--- config.mk ---
export PLATFORM = sky130hd
export DESIGN_NAME = bblur_out_fifo
export DESIGN_NICKNAME = d
export VERILOG_FILES = /design/src/hdl/bblur_pkg.sv /design/src/hdl/bblur_out_fifo.sv
export SDC_FILE = /design/constraint.sdc
export NUM_CORES = 1
export LEC_CHECK = 0
export ABC_AREA = 1
export BUFFER_PORTS_ARGS = -buffer_cell sky130_fd_sc_hd__buf_4
export CAP_MARGIN = 20
export CELL_PAD_IN_SITES_DETAIL_PLACEMENT = 0
export CELL_PAD_IN_SITES_GLOBAL_PLACEMENT = 1
export CORE_MARGIN = 2
export CORE_UTILIZATION = 49
export DETAILED_ROUTE_END_ITERATION = 8
export GPL_TIMING_DRIVEN = 0
export PLACE_DENSITY_LB_ADDON = 0.15
export RECOVER_POWER = 25
export SETUP_SLACK_MARGIN = 0.1
export SLEW_MARGIN = 20
export SYNTH_ARGS = -nofsm -noshare
export SYNTH_HDL_FRONTEND = slang
export SYNTH_SLANG_ARGS = --single-unit
--- constraint.sdc ---
create_clock -name clk -period 3.8 [get_ports clk]
set_input_delay 0.38 -clock clk [delete_from_list [all_inputs] [get_ports clk]]
set_output_delay 0.38 -clock clk [all_outputs]
set_load 0.05 [all_outputs]
--- src/hdl/bblur_pkg.sv ---
// Shared types and constants for the 7x7 RGB box blur.
package bblur_pkg;

  localparam int PIX_W    = 8;
  localparam int PIX_MAX  = 255;
  localparam int NUM_CH   = 3;
  localparam int COORD_W  = 10;
  localparam int DIM_W    = 11;
  localparam int ROW_LIMIT = 1024;

  localparam int MAX_WIDTH_DEF = 1024;
  localparam int WINDOW_DEF    = 7;
  localparam int OUT_DEPTH     = 8;

  // channel lanes inside the column sums
  localparam int CH_RED   = 2;
  localparam int CH_GREEN = 1;
  localparam int CH_BLUE  = 0;

  localparam int CFG_IDX_W = 2;
  localparam logic [CFG_IDX_W-1:0] CFG_WIDTH  = 2'd0;
  localparam logic [CFG_IDX_W-1:0] CFG_HEIGHT = 2'd1;

  localparam logic [DIM_W-1:0] WIDTH_RST  = 11'd640;
  localparam logic [DIM_W-1:0] HEIGHT_RST = 11'd480;

  typedef struct packed {
    logic [PIX_W-1:0] pixel_red;
    logic [PIX_W-1:0] pixel_green;
    logic [PIX_W-1:0] pixel_blue;
  } pix_in_t;

  typedef struct packed {
    logic [PIX_W-1:0]   mean_red;
    logic [PIX_W-1:0]   mean_green;
    logic [PIX_W-1:0]   mean_blue;
    logic               window_full;
    logic [COORD_W-1:0] center_row;
    logic [COORD_W-1:0] center_col;
  } pix_out_t;

endpackage

--- src/hdl/bblur_out_fifo.sv ---
// Output queue that holds finished results while the receiver stalls.
module bblur_out_fifo #(
  parameter int DEPTH = 8
) (
  input  logic                 clk,
  input  logic                 rst_n,
  input  logic                 wr_en,
  input  bblur_pkg::pix_out_t  wr_data,
  input  logic                 rd_en,
  output logic                 rd_vld,
  output bblur_pkg::pix_out_t  rd_data
);
  import bblur_pkg::*;

  localparam int AW = $clog2(DEPTH);

  pix_out_t       store_r [DEPTH];
  logic [AW-1:0]  wr_ptr_r;
  logic [AW-1:0]  rd_ptr_r;
  logic [AW:0]    cnt_r;
  logic [AW:0]    cnt_nxt;

  always_comb begin
    cnt_nxt = cnt_r;
    if (wr_en && !rd_en) begin
      cnt_nxt = cnt_r + (AW+1)'(1);
    end else if (rd_en && !wr_en) begin
      cnt_nxt = cnt_r - (AW+1)'(1);
    end
  end

  always_ff @(posedge clk) begin
    if (!rst_n) begin
      wr_ptr_r <= '0;
      rd_ptr_r <= '0;
      cnt_r    <= '0;
    end else begin
      if (wr_en) begin
        wr_ptr_r <= wr_ptr_r + AW'(1);
      end
      if (rd_en) begin
        rd_ptr_r <= rd_ptr_r + AW'(1);
      end
      cnt_r <= cnt_nxt;
    end
  end

  always_ff @(posedge clk) begin
    if (wr_en) begin
      store_r[wr_ptr_r] <= wr_data;
    end
  end

  assign rd_vld  = (cnt_r != '0);
  assign rd_data = store_r[rd_ptr_r];

endmodule

==> flow_summary.json, run 1 <==
{
  "timing.rr.end": "store_r[0][30]",
  "post-route-period-util_pct": 70.2,
  "hold_path.class": "in2reg",
  "fmax_mhz": 375,
  "finalCoreUtilization_pct": 59.2,
  "grt_start_max_net_pins": 24,
  "vias": 9478,
  "cp-start-kind": "flop",
  "grt_util_all_layers_pct": 21.4,
  "syn_nets": 1336,
  "fin_ws_ns": 1.13,
  "critPathArrivalTime_ns": 2.29,
  "root_buffer": "clkbuf_16",
  "wl_mm": 33.4,
  "path_max_fanout": 10,
  "rrSetupSlack_ns": 1.76,
  "crit_path_max_incr_delay_ns": 0.32,
  "p_per_area_mw_per_mm2": 540,
  "nets": 1487,
  "crit_path_frequent_cell": "nand2_1",
  "avgRoutedWirePerCell_um": 18.0,
  "min_from": "wr_data[32]",
  "synth_cell_types": 22,
  "drv_slew": 0,
  "clock_sinks": 373,
  "layout_common_cells": "nor2_1 (371), edfxtp_1 (360), nand2_1 (241)",
  "rsz0062_at_grt": "false",
  "yosys_warnings": 0,
  "grt_pass1_wl_mm": 51.2,
  "grt_pass1_vias": 9245,
  "pre_cts_ws_ns": 1.52,
  "period_needed_ns": 2.67,
  "start_util_pct": 50.1,
  "syn_avg_cell_area_um2": 11.7,
  "cp_cell_sequence": "buf_2 -> inv_2 -> buf_2 -> nor2_1 -> o21ai_0 -> nand2_1 -> nand2_1 -> nand2_1 -> buf_4",
  "worstMarginPinSlew_ns": 0.645,
  "cts.clk_slew.worst_paths_ns": 0.06,
  "drc_errors": 0,
  "cts_setup_buffers": 0,
  "p_leak_uw": 0.00650,
  "hold_viol": 0,
  "hpwl_mm": 21.0,
  "ys_ff_latch": 373,
  "r2r_cells": 4,
  "r2r-start": "wr_ptr_r[0]",
  "core-area_mm2": 0.0298,
  "irDropWorstVdd_v": 0.000352,
  "cts_resized": 0,
  "layout-drive-gt1-share_pct": 12.5,
  "netlist_instances": 1281,
  "max_slew_margin_pct": 56.9,
  "cp_slowest_cell": "buf_2",
  "fin_skew_ns": 0.0146,
  "netlist_area_mm2": 0.0149,
  "cp-end-kind": "output pin",
  "required_ns": 3.42,
  "placedCellCount": 1781,
  "portBuffers": 94,
  "die-height_um": 179,
  "initialDrtViolationCount": 912,
  "pin_count": 95,
  "firstDrtPassIters": 5,
  "whs_endpoint": "store_r[4][32]",
  "area_growth_pct": 18.0,
  "synth-seq-area-share_pct": 74.1,
  "final_common_cell": "nor2_1",
  "ant_nets": 0,
  "numCtsBuffers": 39,
  "dieArea_mm2": 0.0319,
  "finalSetupTns_ns": 0,
  "setup-violations-final": 0,
  "via_per_inst": 5.12,
  "grt_remaining_overflow": 0,
  "clockBufferDepth": 3,
  "critPathKind": "reg2out",
  "cap_violations": 0,
  "antenna_found_initial": 2,
  "fp.dieW_um": 179,
  "nFillCells": 2470,
  "gp_congestion": 0.797,
  "clkLatencyLatePin_ns": 0.52,
  "row_count": 63,
  "finalNonFillerCells": 1851,
  "worstHoldPathCells": 1,
  "htree_levels": 2,
  "status": "completed",
  "total_power_uw": 9530,
  "hold_buffers": 0,
  "cts_tree": "built"
}
-- how the worst max path moves through the flow --
stage                     endpoint  slack, ns
floorplan            store_r[0][0]       0.71
global placement    store_r[0][24]      -1.31
detailed placement  store_r[0][29]       1.52
CTS                     rd_data[2]       1.09
global route           rd_data[21]       0.99
finish                 rd_data[24]       1.13
-- critical path, delay by kind of cell, from the launching register on --
family	cells	cell delay (ns)
buffers and inverters	4	0.95
and+or+nand+nor	4	0.40
DFF	1	0.30
AOI/OAI and AO/OA	1	0.10
-- power breakdown --
group | total [µW] | switching [µW] | internal [µW]
clock network | 3530 | 1460 | 2060
registers | 4640 | 26.0 | 4610
logic | 1360 | 962 | 398
-- kinds of logic (layout without fill, tap and decap cells) --
logic type	after synthesis	in the layout	synth area share, %
fa+ha+maj	6	6	0.553
buf+inv	82	261	2.97
xor+xnor	2	2	0.117
flops	373	373	74.1
other cells	0	1	0
compound gates	192	192	6.43
simple gates	626	626	15.8
-- cell type report --
cell class / count / area [µm²] / area share (%)
Sequential cell: 373 / 11100 / 62.8
Inverter: 15 / 58.8 / 0.334
Buffer: 67 / 385 / 2.19
Clock buffer: 52 / 1090 / 6.17
Tap cell: 390 / 488 / 2.77
Antenna cell: 1 / 2.50 / 0.0142
Clock inverter: 17 / 95.1 / 0.540
Multi-Input combinational cell: 826 / 3480 / 19.7
Timing Repair Buffer: 110 / 957 / 5.43
-- through the flow --
stage	hold slack (ns)	cell area, µm²
5_1_grt	0.107	17600
6_report	0.109	17600
3_3_place_gp	0.488	16100
4_1_cts	0.0729	17700
3_5_place_dp	0.495	16600
2_1_floorplan	0.469	14900
-- state kept, by name, summed over array words and instances, names as in the netlist, named ones only --
signal	count
wr_ptr_r	3
store_r	360
cnt_r	4
rd_ptr_r	3
-- synth_stat cells --
cell / count / area share [%]
a21oi_1: 6 / 0.20
buf_1: 14 / 0.35
buf_2: 29 / 0.97
buf_4: 1 / 0.050
buf_6: 11 / 0.83
buf_8: 1 / 0.10
clkbuf_1: 11 / 0.28
dfxtp_1: 13 / 1.7
edfxtp_1: 360 / 72
fa_1: 1 / 0.13
ha_1: 5 / 0.42
inv_1: 12 / 0.30
inv_2: 2 / 0.050
inv_4: 1 / 0.042
nand2_1: 241 / 6.1
nand3_1: 4 / 0.13
nor2_1: 379 / 9.5
o21ai_0: 86 / 2.9
o21ai_1: 100 / 3.4
or2_2: 2 / 0.084
xnor2_1: 1 / 0.059
xor2_1: 1 / 0.059
-- per-layer routing --
layer	vias up	track usage, %	routed length (µm)
met2	235	36.8	16600
met4	2	5.45	583
met1	4506	28.7	14500
met5	-	0	16
met3	47	3.05	1700
li1	4688	-	-
No activity file was read; power rests on OpenSTA's default activity.
==> run 2, diff against run 1 <==
--- a/config.mk
+++ b/config.mk
@@ -5,13 +5,13 @@
 export SDC_FILE = /design/constraint.sdc
 export NUM_CORES = 1
 export LEC_CHECK = 0
-export ABC_AREA = 1
+export ABC_AREA = 0
 export BUFFER_PORTS_ARGS = -buffer_cell sky130_fd_sc_hd__buf_4
 export CAP_MARGIN = 20
 export CELL_PAD_IN_SITES_DETAIL_PLACEMENT = 0
 export CELL_PAD_IN_SITES_GLOBAL_PLACEMENT = 1
 export CORE_MARGIN = 2
-export CORE_UTILIZATION = 49
+export CORE_UTILIZATION = 48
 export DETAILED_ROUTE_END_ITERATION = 8
 export GPL_TIMING_DRIVEN = 0
 export PLACE_DENSITY_LB_ADDON = 0.15
==> constraint.sdc (replaced) <==
create_clock -name clk -period 2.4 [get_ports clk]
set_input_delay 0.24 -clock clk [delete_from_list [all_inputs] [get_ports clk]]
set_output_delay 0.24 -clock clk [all_outputs]
set_load 0.05 [all_outputs]
==> run 2 against run 1 <==
  * The run now ends with setup timing left
  * Routed wire length down 13%
  * Final area up 3.5%
  * Final cell count down 34%
==> flow_summary.json, run 2 <==
{
  "irDropWorstVdd_v": 0.000678,
  "async_flop_share_pct": 0,
  "clockBufferDepth": 3,
  "seq_area_mm2": 0.0111,
  "cp_num_buf_inv": 3,
  "reg_top3": "store_r x360, cnt_r x4",
  "initialDrtViolationCount": 490,
  "worstMarginPinSlew_ns": 0.750,
  "power_frac_seq_pct": 48.9,
  "p_clk_share_pct": 36.1,
  "cts_setup_buffers": 0,
  "fin_skew_ns": 0.0183,
  "synthTopCellsByCount": "edfxtp_1 (360), mux4_1 (90), mux2_2 (45), dfxtp_1 (13), buf_6 (10)",
  "setup-violations-final": 45,
  "hold_viol": 0,
  "max_slew_margin_pct": 49.9,
  "area_growth_pct": 25.9,
  "cp-end-kind": "output pin",
  "pin_count": 95,
  "crit_path_max_incr_delay_ns": 0.49,
  "cap_violations": 0,
  "row_count": 63,
  "wl_mm": 29.0,
  "netlist_instances": 588,
  "avgRoutedWirePerCell_um": 23.8,
  "vias": 6681,
  "finalSetupTns_ns": -2.17,
  "status": "finished with violations",
  "cts_tree": "built",
  "internal_power_uw": 11600,
  "p_leak_uw": 0.00603,
  "largest_reg_flops": 360,
  "layout-drive-gt1-share_pct": 36.9,
  "synth_cell_types": 26,
  "synth_top_cell_by_area": "edfxtp_1",
  "yosys.cell_count.top_type": "edfxtp_1",
  "finalCoreUtilization_pct": 61.4,
  "total_power_uw": 15100,
  "rsz0062_at_grt": "true",
  "grt_pass1_wl_mm": 41.8,
  "numCtsBuffers": 39,
  "antenna_found_initial": 2,
  "ys_ff_latch": 373,
  "pre_cts_ws_ns": 0.0137,
  "ant_nets": 0,
  "core-area_mm2": 0.0297,
  "period_needed_ns": 2.49,
  "cp_top_family": "multiplexers",
  "p_per_area_mw_per_mm2": 828,
  "regMostFlops": "store_r",
  "drc_errors": 0,
  "via_per_inst": 5.49,
  "netlist_area_mm2": 0.0145,
  "layout_common_cells": "edfxtp_1 (360), mux4_2 (81), clkbuf_16 (50)",
  "fp.dieW_um": 178,
  "clock_sinks": 373,
  "fin_ws_ns": -0.0851,
  "post-route-period-util_pct": 104,
  "cp_slowest_cell": "mux4_2",
  "gp_congestion": 0.689,
  "netlist.area_leader.share_pct": 74.6,
  "synth-main-ff-cell": "edfxtp_1",
  "grt_start_max_net_pins": 20,
  "grt_pass1_vias": 7109,
  "critPathArrivalTime_ns": 2.25,
  "clkLatencyLatePin_ns": 0.51,
  "yosys_warnings": 0,
  "htree_levels": 2,
  "root_buffer": "clkbuf_16",
  "portBuffers": 94,
  "syn_nets": 643,
  "cp-start-kind": "flop",
  "p_sw_share_pct": 23.0,
  "switchingPower_uw": 3470,
  "cts.clk_slew.worst_paths_ns": 0.06,
  "synth-seq-area-share_pct": 76.4,
  "violations": "setup timing",
  "required_ns": 2.16,
  "dieArea_mm2": 0.0316,
  "syn_avg_cell_area_um2": 24.6,
  "firstDrtPassIters": 5,
  "nFillCells": 2076,
  "cp_cell_sequence": "buf_16 -> clkbuf_16 -> mux4_2 -> mux2_4 -> buf_8",
  "multi_input_area_mm2": 0.00314,
  "drv_slew": 0,
  "fmax_mhz": 402,
  "holdWs_ns": 0.0597,
  "critPathKind": "reg2out",
  "grt_remaining_overflow": 0,
  "hpwl_mm": 17.3,
  "nets": 855,
  "pwr-share-comb_pct": 14.9,
  "yosys-top-cells-area": "edfxtp_1 (75%), mux4_1 (16%), mux2_2 (3.5%)",
  "die-height_um": 178,
  "grt_util_all_layers_pct": 18.2,
  "hold_path.class": "in2reg",
  "start_util_pct": 48.7,
  "final_common_cell": "edfxtp_1",
  "path_max_fanout": 8,
  "synth_edf_count": 360
}
==> run 2: cell count changes after synthesis, moves of 4 or more <==
cell and delta:
nand2_1 -235, nand2b_1 +4, inv_1 -10, mux2i_1 +4, and2_1 +7, nor2_1 -372, buf_2 -29, o21ai_1 -100
mux4_1 +90, buf_1 -8, a21oi_1 -5, mux2_2 +45, o21ai_0 -85
==> run 2: power by group through the flow <==
stage                     Combinational [µW]  Sequential [µW]  Clock, µW
final                                   2250             7390       5460
after global routing                    2370             7400       5820
after CTS                               2070             7380       5570
after detailed placement                1790             7510          0
after global placement                  1690             7520          0
after floorplan                         1170             7500          0
==> run 2: path summary, 6_finish.rpt <==
path / startpoint / to / slack (ns) / cells after the start
worst max register to register: wr_ptr_r[0] / store_r[3][31] / 0.39 / 3
worst min-delay path: wr_en / wr_ptr_r[1] / 0.06 / 3
worst min register to register: cnt_r[3] / cnt_r[3] / 0.47 / 2
worst max-delay path: flop / rd_data[18] / -0.09 / 5
==> run 2: area by class of cell <==
type	instances	share of cell area (%)
plain buffers	27	1.75
diodes	2	0.0274
multi-input cells	186	17.2
repair buffers	171	11.2
flip-flops and latches	373	60.7
inverters	2	0.0411
clock inverters	16	0.528
clock buffers	51	5.83
well taps	390	2.67
==> run 2: kinds of logic (layout without fill, tap and decap cells) <==
kind of cell | count (synthesis) | after routing | synth area share (%)
compound gates | 4 | 4 | 0.164
buf+inv | 29 | 267 | 1.29
simple gates | 31 | 31 | 1.10
xor+xnor | 6 | 6 | 0.363
flops | 373 | 373 | 76.4
fa+ha+maj | 6 | 6 | 0.570
other cells | 0 | 2 | 0
mux | 139 | 139 | 20.1
==> run 2: what timing repair did <==
action,CTS,global route
endpoints found under the hold margin,361,0
hold buffers,46,0
cloned,2,9
setup endpoints to repair,45,45
gates resized for setup,132,115
==> run 2: layer usage <==
layer | vias to the layer above | track usage, % | wire length [µm]
met4 | 0 | 4.23 | 490
met2 | 185 | 32.2 | 14800
met1 | 3531 | 23.4 | 12300
li1 | 2919 | - | -
met5 | - | 0 | 0
met3 | 46 | 3.26 | 1330
==> run 2: through the flow <==
stage	area, µm²	std cells
final	18200	1218
after floorplan	14500	588
after global routing	18200	1218
after detailed placement	16200	1092
after CTS	18100	1207
after global placement	15700	1072
==> run 2: worst reg2reg max path: stages (launching register included) <==
cell and delay (ns):
dfxtp_1 0.55, nand2_1 0.22, nor2_4 0.65, buf_12 0.27
