$ cat src/hdl/bblur_pkg.sv
// Shared types and constants for the 7x7 RGB box blur.
package bblur_pkg;

  localparam int PIX_W    = 8;
  localparam int PIX_MAX  = 255;
  localparam int NUM_CH   = 3;
  localparam int COORD_W  = 10;
  localparam int DIM_W    = 11;
  localparam int ROW_LIMIT = 1024;

  localparam int MAX_WIDTH_DEF = 1024;
  localparam int WINDOW_DEF    = 7;
  localparam int OUT_DEPTH     = 8;

  // channel lanes inside the column sums
  localparam int CH_RED   = 2;
  localparam int CH_GREEN = 1;
  localparam int CH_BLUE  = 0;

  localparam int CFG_IDX_W = 2;
  localparam logic [CFG_IDX_W-1:0] CFG_WIDTH  = 2'd0;
  localparam logic [CFG_IDX_W-1:0] CFG_HEIGHT = 2'd1;

  localparam logic [DIM_W-1:0] WIDTH_RST  = 11'd640;
  localparam logic [DIM_W-1:0] HEIGHT_RST = 11'd480;

  typedef struct packed {
    logic [PIX_W-1:0] pixel_red;
    logic [PIX_W-1:0] pixel_green;
    logic [PIX_W-1:0] pixel_blue;
  } pix_in_t;

  typedef struct packed {
    logic [PIX_W-1:0]   mean_red;
    logic [PIX_W-1:0]   mean_green;
    logic [PIX_W-1:0]   mean_blue;
    logic               window_full;
    logic [COORD_W-1:0] center_row;
    logic [COORD_W-1:0] center_col;
  } pix_out_t;

endpackage

$ cat src/hdl/bblur_col_cell.sv
// One window column: holds the column sums of three channels and passes them left.
module bblur_col_cell #(
  parameter int CS_W = 11
) (
  input  logic                                    clk,
  input  logic                                    rst_n,
  input  logic                                    shift_en,
  input  logic [bblur_pkg::NUM_CH-1:0][CS_W-1:0]  col_in,
  output logic [bblur_pkg::NUM_CH-1:0][CS_W-1:0]  col_out
);
  import bblur_pkg::*;

  logic [NUM_CH-1:0][CS_W-1:0] col_r;

  always_ff @(posedge clk) begin
    if (!rst_n) begin
      col_r <= '0;
    end else if (shift_en) begin
      col_r <= col_in;
    end
  end

  assign col_out = col_r;

endmodule

$ cat config.mk
export PLATFORM = sky130hd
export DESIGN_NAME = bblur_col_cell
export DESIGN_NICKNAME = d
export VERILOG_FILES = /design/src/hdl/bblur_pkg.sv /design/src/hdl/bblur_col_cell.sv
export SDC_FILE = /design/constraint.sdc
export NUM_CORES = 1
export LEC_CHECK = 0
export ABC_AREA = 1
export BUFFER_PORTS_ARGS = -buffer_cell sky130_fd_sc_hd__buf_4
export CAP_MARGIN = 25
export CORE_MARGIN = 2
export CORE_UTILIZATION = 50
export CTS_BUF_LIST = sky130_fd_sc_hd__clkbuf_8
export DETAILED_ROUTE_END_ITERATION = 10
export GPL_TIMING_DRIVEN = 0
export PLACE_DENSITY_LB_ADDON = 0.15
export REMOVE_ABC_BUFFERS = 1
export SLEW_MARGIN = 20
export SYNTH_ARGS = -nofsm -noshare
export SYNTH_HDL_FRONTEND = slang
export SYNTH_SLANG_ARGS = --single-unit
$ cat constraint.sdc
create_clock -name clk -period 0.9 [get_ports clk]
set_input_delay 0.045 -clock clk [delete_from_list [all_inputs] [get_ports clk]]
set_output_delay 0.045 -clock clk [all_outputs]
set_load 0.05 [all_outputs]
==> impl_metrics.json, run 1 <==
{
  "synth_xor_area_share_pct": 0,
  "clockBufferDepth": 2,
  "p_total_mw": 3.51,
  "cts_setup_buffers": 0,
  "routabilityCongestion": 0.700,
  "required_ns": 0.85,
  "hp-class": "input pin to flip-flop",
  "netSwitchingFraction_pct": 31.6,
  "ys_warn_count": 0,
  "cpPeakStageDelay_ns": 0.35,
  "rsz0062_at_grt": "no",
  "initialDrtViolationCount": 40,
  "timing.rr.end": "col_out[27]",
  "crit_cells": 1,
  "worstReg2RegStart": "col_out[27]",
  "fillerInstances": 227,
  "drive_above_1_share_pct": 27.4,
  "vias_per_cell": 4.20,
  "max_slew_margin_pct": 60.7,
  "criticalPathCategory": "flip-flop to output pin",
  "die_y_um": 55.9,
  "cp-start-kind": "flip-flop",
  "synthAdderAreaFrac_pct": 0,
  "antennaDiodeCount": 0,
  "clk_latency_ns": 0.27,
  "cts_htree_levels": 2,
  "dieWidth_um": 55.9,
  "tightest_slew_ns": 0.590,
  "io_pins": 69,
  "cp-startpoint": "col_out[31]",
  "worst_path_max_delay_cell": "dfxtp_1",
  "cp.arrival_ns": 0.82,
  "synth_cells": 209,
  "post-route-drc-count": 0,
  "finalSetupTns_ns": 0,
  "critPathBufInv": 1,
  "netlist_area_mm2": 0.00135,
  "dr.pass1.iters": 4,
  "yosys.area_share.simple_pct": 36.8,
  "wirelength_mm": 2.65,
  "maxCapViolCount": 0,
  "cp_top_family": "flip-flops",
  "finalHoldViolCount": 0,
  "seq_power_share_pct": 46.1,
  "first_global_vias": 1115,
  "p_per_area_mw_per_mm2": 1830,
  "internal-power_mw": 2.40,
  "period_needed_ns": 0.868,
  "cts_inserted_buffers": 5,
  "die_area_mm2": 0.00313,
  "fin_crit_sh_pct": 96.4,
  "register_area_um2": 661,
  "rows": 18,
  "core_area_mm2": 0.00252,
  "clock-sinks": 33,
  "cts_tree": "done",
  "area_delta_synth_final_pct": 42.6,
  "ys_seq_area_share_pct": 49.0,
  "initial_core_util_pct": 53.4,
  "synth_top_family_by_area": "simple AND/OR/NAND/NOR gates",
  "setup_viol": 0,
  "combPwrFrac_pct": 25.2,
  "path_max_fanout": 2,
  "antenna_found_initial": 0,
  "cp-endpoint": "col_out[31]",
  "slew_viol_final": 0,
  "crit_path_end_kind": "output pin",
  "multi_input_area_um2": 495,
  "p_switching_mw": 1.11,
  "vdd.ir_drop.worst_v": 0.00142,
  "power_leakage_nw": 1.15,
  "synth_area_per_cell_um2": 6.45,
  "wire_per_inst_um": 8.73,
  "nNetsFinal": 309,
  "max_freq_ghz": 1.15,
  "grt_first_pass_wirelength_mm": 4.49,
  "largest_register_ffs": 33,
  "synth_compound_area_share_pct": 0,
  "yosysUniqueCellTypes": 6,
  "yosys-mux-area-fraction_pct": 0,
  "vias": 1277,
  "clkPwrFrac_pct": 28.7,
  "clock-root-buffer": "clkbuf_8",
  "place_hpwl_mm": 1.85,
  "ys_seq_elements": 33,
  "port_buffers": 68,
  "clk_pin_slew_ns": 0.06,
  "path_cells": "buf_4",
  "ff2ff_path_depth": 2,
  "clock_skew_ns": 0,
  "grt_start_max_net_pins": 67,
  "detail-route-antenna-nets": 0,
  "rrSetupSlack_ns": 0.30,
  "status": "finished clean",
  "track_usage_pct": 17.8,
  "overflow": 0
}
## metrics by stage
| stage | util (%) | instance area (µm²) | cells | setup slack [ns] | hold slack (ns) |
|---|---|---|---|---|---|
| floorplan | - | 1280 | 198 | 0.0418 | 0.165 |
| global placement | 72.5 | 1830 | 296 | 0.0177 | 0.327 |
| global route | 76.2 | 1920 | 304 | 0.00104 | 0.0699 |
| detailed placement | 72.5 | 1830 | 296 | -0.00562 | 0.335 |
| CTS | 75.7 | 1910 | 304 | 0.0178 | 0.0510 |
| finish | 76.2 | 1920 | 304 | 0.0323 | 0.0522 |
## layer usage
layer | vias to the layer above | track usage, % | routed length [µm]
met1 | 516 | 21.7 | 1150
met5 | - | 0 | 0
met2 | 44 | 28.7 | 1250
met3 | 4 | 6.05 | 226
li1 | 713 | - | -
met4 | 0 | 7.14 | 26
## cell usage after synthesis
| cell | n | area [µm²] |
|---|---|---|
| nand2_1 | 66 | 248 |
| nor2_1 | 66 | 248 |
| dfxtp_1 | 33 | 661 |
| inv_1 | 33 | 124 |
| buf_2 | 6 | 30.0 |
| buf_4 | 5 | 37.5 |
## logic make-up after synthesis
logic type    count (synthesis)
buf+inv                      44
flops                        33
simple gates                132
## worst min path at each step
stage	startpoint	to	depth (start not counted)
2_1_floorplan	rst_n	col_out[0]	2
3_3_place_gp	col_in[31]	col_out[31]	5
3_5_place_dp	col_in[11]	col_out[11]	5
4_1_cts	col_in[11]	col_out[11]	5
5_1_grt	col_in[18]	col_out[18]	5
6_report	col_in[9]	col_out[9]	5
## timing repair
action                                  4_1_cts  5_1_grt
endpoints found under the setup margin        0        3
hold buffers                                  0        0
resized for setup                             0        3
hold endpoints to repair                      0        0
## placed cells by master (no fill, tap or decap)
master | netlist | final
buf_4 | 5 | 65
buf_6 | 0 | 3
clkbuf_8 | 0 | 5
clkinv_2 | 0 | 2
dfxtp_1 | 33 | 33
inv_1 | 33 | 34
nand2_1 | 66 | 66
nor2_1 | 66 | 66
## cell type report
cell class	count	share of cell area, %
Clock buffer	5	3.58
Timing Repair Buffer	68	27.1
Inverter	33	6.45
Multi-Input combinational cell	132	25.8
Clock inverter	3	0.716
Sequential cell	33	34.4
Tap cell	30	1.95
## power by group through the flow
stage / Sequential (mW) / Combinational [mW] / Clock [mW]
final: 1.62 / 0.884 / 1.01
after floorplan: 2.00 / 0.175 / 0
after CTS: 1.61 / 0.886 / 1.04
after detailed placement: 1.65 / 0.885 / 0
after global routing: 1.63 / 0.959 / 1.11
after global placement: 1.64 / 0.874 / 0
Note: power is estimated with default switching activity, not from simulation.
==> run 2, diff against run 1 <==
CORE_UTILIZATION = 47   (was 50)
CTS_BUF_LIST = sky130_fd_sc_hd__clkbuf_16   (was sky130_fd_sc_hd__clkbuf_8)
==> impl_metrics.json, run 2 (synthesis gave the netlist of run 1 again) <==
{
  "clock-root-buffer": "clkbuf_16",
  "finalInstanceArea_mm2": 0.00196,
  "track_usage_pct": 17.1,
  "area_delta_synth_final_pct": 45.6,
  "detail-route-antenna-nets": 0,
  "vias": 1278,
  "dieWidth_um": 57.5,
  "antenna_found_initial": 0,
  "rrSetupSlack_ns": 0.30,
  "path_cells": "buf_4",
  "finalHoldViolCount": 0,
  "cts_resized": 0,
  "grt_start_max_net_pins": 67,
  "place_hpwl_mm": 1.80,
  "path_max_fanout": 2,
  "rsz0062_at_grt": "no",
  "grt_first_pass_wirelength_mm": 4.30,
  "cp.arrival_ns": 0.83,
  "cp_top_family": "flip-flops",
  "required_ns": 0.85,
  "period_needed_ns": 0.870,
  "worst_path_max_delay_cell": "dfxtp_1",
  "cts_inserted_buffers": 5,
  "clockBufferDepth": 2,
  "core_area_mm2": 0.00273,
  "io_pins": 69,
  "setup_viol": 0,
  "drive_above_1_share_pct": 26.7,
  "max_slew_margin_pct": 60.8,
  "first_global_vias": 1056,
  "cpPeakStageDelay_ns": 0.35,
  "crit_path_end_kind": "output pin",
  "max_freq_ghz": 1.15,
  "status": "finished clean",
  "overflow": 0,
  "worstReg2RegStart": "col_out[5]",
  "final_common_cell": "buf_4",
  "clk_latency_ns": 0.27,
  "ff2ff_path_depth": 2,
  "clk_pin_slew_ns": 0.05,
  "min_from": "col_in[10]",
  "clock-sinks": 33,
  "fin_crit_sh_pct": 96.7,
  "timing.rr.end": "col_out[5]",
  "dr.pass1.iters": 4,
  "vias_per_cell": 4.20,
  "slew_viol_final": 0,
  "routabilityCongestion": 0.684,
  "rows": 19,
  "min_to": "col_out[10]",
  "hp-class": "input pin to flip-flop",
  "wirelength_mm": 2.67,
  "tightest_slew_ns": 0.589,
  "cts.hold.buffers_added": 0,
  "post-route-drc-count": 0,
  "dpl-instance-area_mm2": 0.00183,
  "layout_common_cells": "68 x buf_4, 66 x nor2_1, 66 x nand2_1, 34 x inv_1, 33 x dfxtp_1",
  "maxCapViolCount": 0,
  "clock_skew_ns": 0,
  "port_buffers": 68,
  "cp-start-kind": "flip-flop",
  "initial_core_util_pct": 49.3,
  "criticalPathCategory": "flip-flop to output pin",
  "die_area_mm2": 0.00331,
  "wire_per_inst_um": 8.79,
  "vdd.ir_drop.worst_v": 0.00177,
  "antennaDiodeCount": 0,
  "finalSetupTns_ns": 0,
  "critPathBufInv": 1,
  "p_per_area_mw_per_mm2": 2040,
  "cts_htree_levels": 2,
  "nNetsFinal": 309,
  "largest_register_ffs": 33,
  "worstHoldPathCells": 5,
  "initialDrtViolationCount": 29,
  "power_leakage_nw": 1.16,
  "die_y_um": 57.5,
  "cts_tree": "done",
  "cts_setup_buffers": 0,
  "final_util_pct": 71.8
}
-- run 2: power by group --
group / leakage (nW) / internal [mW] / switching (mW)
Combinational: 0.820 / 0.307 / 0.571
Clock: 0.0685 / 0.983 / 0.523
Sequential: 0.275 / 1.57 / 0.0509
-- run 2: stage by stage --
stage	power [mW]	hold slack, ns	setup WS (ns)	instances
after floorplan	2.17	0.165	0.0418	198
after global placement	2.52	0.328	0.0174	297
after detailed placement	2.53	0.335	0.0118	297
after CTS	4.06	0.0559	0.0232	304
after global routing	4.19	0.0704	0.0129	304
final	4.00	0.0574	0.0297	304
-- run 2: per-layer routing --
metal  up-vias  track usage [%]  wire (µm)
met5         -                0          0
met2        42             29.1       1240
li1        712                -          -
met4         0             9.97         56
met1       519             17.9       1140
met3         5             6.35        238
-- run 2: worst max path at each step --
stage	startpoint	to	cells after the start
final	col_out[5]	col_out[5]	1
after global routing	col_out[14]	col_out[14]	1
after CTS	col_out[6]	col_out[6]	1
after detailed placement	shift_en	col_out[31]	4
after global placement	shift_en	col_out[29]	4
after floorplan	col_out[8]	col_out[8]	2
-- run 2: layout make-up --
class,count,area [µm²]
clock buffer,5,125
sequential,33,661
timing repair buffer,68,510
tap,31,38.8
fill,258,772
clock inverter,2,7.51
inverter,33,124
multi-input combinational,132,495
==> run 3, diff against run 2 <==
PLACE_DENSITY_LB_ADDON = 0.25   (was 0.15)
==> impl_metrics.json, run 3 (synthesis gave the netlist of run 1 again) <==
{
  "status": "finished clean",
  "clk_pin_slew_ns": 0.05,
  "grt_start_max_net_pins": 67,
  "rows": 19,
  "layout_common_cells": "68 x buf_4, 66 x nor2_1, 66 x nand2_1, 34 x inv_1, 33 x dfxtp_1",
  "cts_tree": "done",
  "nNetsFinal": 309,
  "post-route-drc-count": 0,
  "wire_per_inst_um": 8.86,
  "cp_top_family": "flip-flops",
  "area_delta_synth_final_pct": 45.6,
  "finalHoldViolCount": 0,
  "overflow": 0,
  "required_ns": 0.85,
  "slew_viol_final": 0,
  "period_needed_ns": 0.861,
  "wirelength_mm": 2.69,
  "die_area_mm2": 0.00331,
  "vias": 1288,
  "place_hpwl_mm": 1.83,
  "vias_per_cell": 4.24,
  "die_y_um": 57.5,
  "vdd.ir_drop.worst_v": 0.00195,
  "rsz0062_at_grt": "no",
  "holdWs_ns": 0.0569,
  "dpl-instance-area_mm2": 0.00183,
  "clockBufferDepth": 2,
  "final_common_cell": "buf_4",
  "clk_latency_ns": 0.27,
  "detail-route-antenna-nets": 0,
  "initial_core_util_pct": 49.3,
  "p_per_area_mw_per_mm2": 2040,
  "path_max_fanout": 2,
  "cpPeakStageDelay_ns": 0.34,
  "critPathBufInv": 1,
  "hp-class": "input pin to flip-flop",
  "crit_path_end_kind": "output pin",
  "largest_register_ffs": 33,
  "cp.arrival_ns": 0.82,
  "setup_viol": 0,
  "power_leakage_nw": 1.16,
  "cts_resized": 0,
  "cts.hold.buffers_added": 0,
  "clock_skew_ns": 0,
  "criticalPathCategory": "flip-flop to output pin",
  "cts_setup_buffers": 0,
  "initialDrtViolationCount": 38,
  "cp-start-kind": "flip-flop",
  "max_slew_margin_pct": 60.5,
  "first_global_vias": 1045,
  "track_usage_pct": 17.0,
  "finalInstanceArea_mm2": 0.00196,
  "port_buffers": 68,
  "clock-sinks": 33,
  "drive_above_1_share_pct": 26.7,
  "path_cells": "buf_4",
  "dr.pass1.iters": 4,
  "antenna_found_initial": 0,
  "antennaDiodeCount": 0,
  "tightest_slew_ns": 0.592,
  "io_pins": 69,
  "dieWidth_um": 57.5,
  "fin_crit_sh_pct": 95.6,
  "worst_path_max_delay_cell": "dfxtp_1",
  "maxCapViolCount": 0,
  "clock-root-buffer": "clkbuf_16",
  "cts_htree_levels": 2,
  "core_area_mm2": 0.00273,
  "cts_inserted_buffers": 5,
  "max_freq_ghz": 1.16,
  "routabilityCongestion": 0.737,
  "grt_first_pass_wirelength_mm": 4.33
}
[run 3: cell counts in the layout (fill, tap and decap cells not counted)]
Identical to the previous run, type by type.
[run 3: metrics by stage]
stage / std cells / utilization, % / total power [mW] / TNS [ns] / worst slack, ns
after floorplan: 198 / - / 2.17 / 0 / 0.0418
after global placement: 297 / 66.9 / 2.52 / 0 / 0.0154
after detailed placement: 297 / 66.9 / 2.53 / -0.00501 / -0.00293
after CTS: 304 / 71.8 / 4.06 / 0 / 0.0379
after global routing: 304 / 71.8 / 4.18 / 0 / 0.0155
final: 304 / 71.8 / 4.00 / 0 / 0.0395
[run 3: final timing paths]
kind / from / slack (ns) / endpoint / cells past startpoint
setup / recovery: col_out[0] / 0.04 / col_out[0] / 1
hold / removal: col_in[9] / 0.06 / col_out[9] / 5
hold reg to reg: col_out[9] / 0.47 / col_out[9] / 2
setup reg to reg: col_out[2] / 0.32 / col_out[2] / 2
[run 3: per-layer routing]
layer / vias up / track usage, % / wire length, µm
li1: 711 / - / -
met1: 523 / 20.8 / 1170
met2: 47 / 26.0 / 1200
met3: 7 / 6.35 / 266
met4: 0 / 8.97 / 58
met5: - / 0 / 0
[run 3: power by group]
group	total, mW	switching [mW]	internal [mW]
logic	0.879	0.572	0.307
registers	1.62	0.0509	1.57
clock network	1.51	0.523	0.983
[run 3: cell type report]
cell class | instances | area (µm²)
Clock buffer | 5 | 125
Inverter | 33 | 124
Clock inverter | 2 | 7.51
Timing Repair Buffer | 68 | 510
Sequential cell | 33 | 661
Tap cell | 31 | 38.8
Fill cell | 253 | 772
Multi-Input combinational cell | 132 | 495
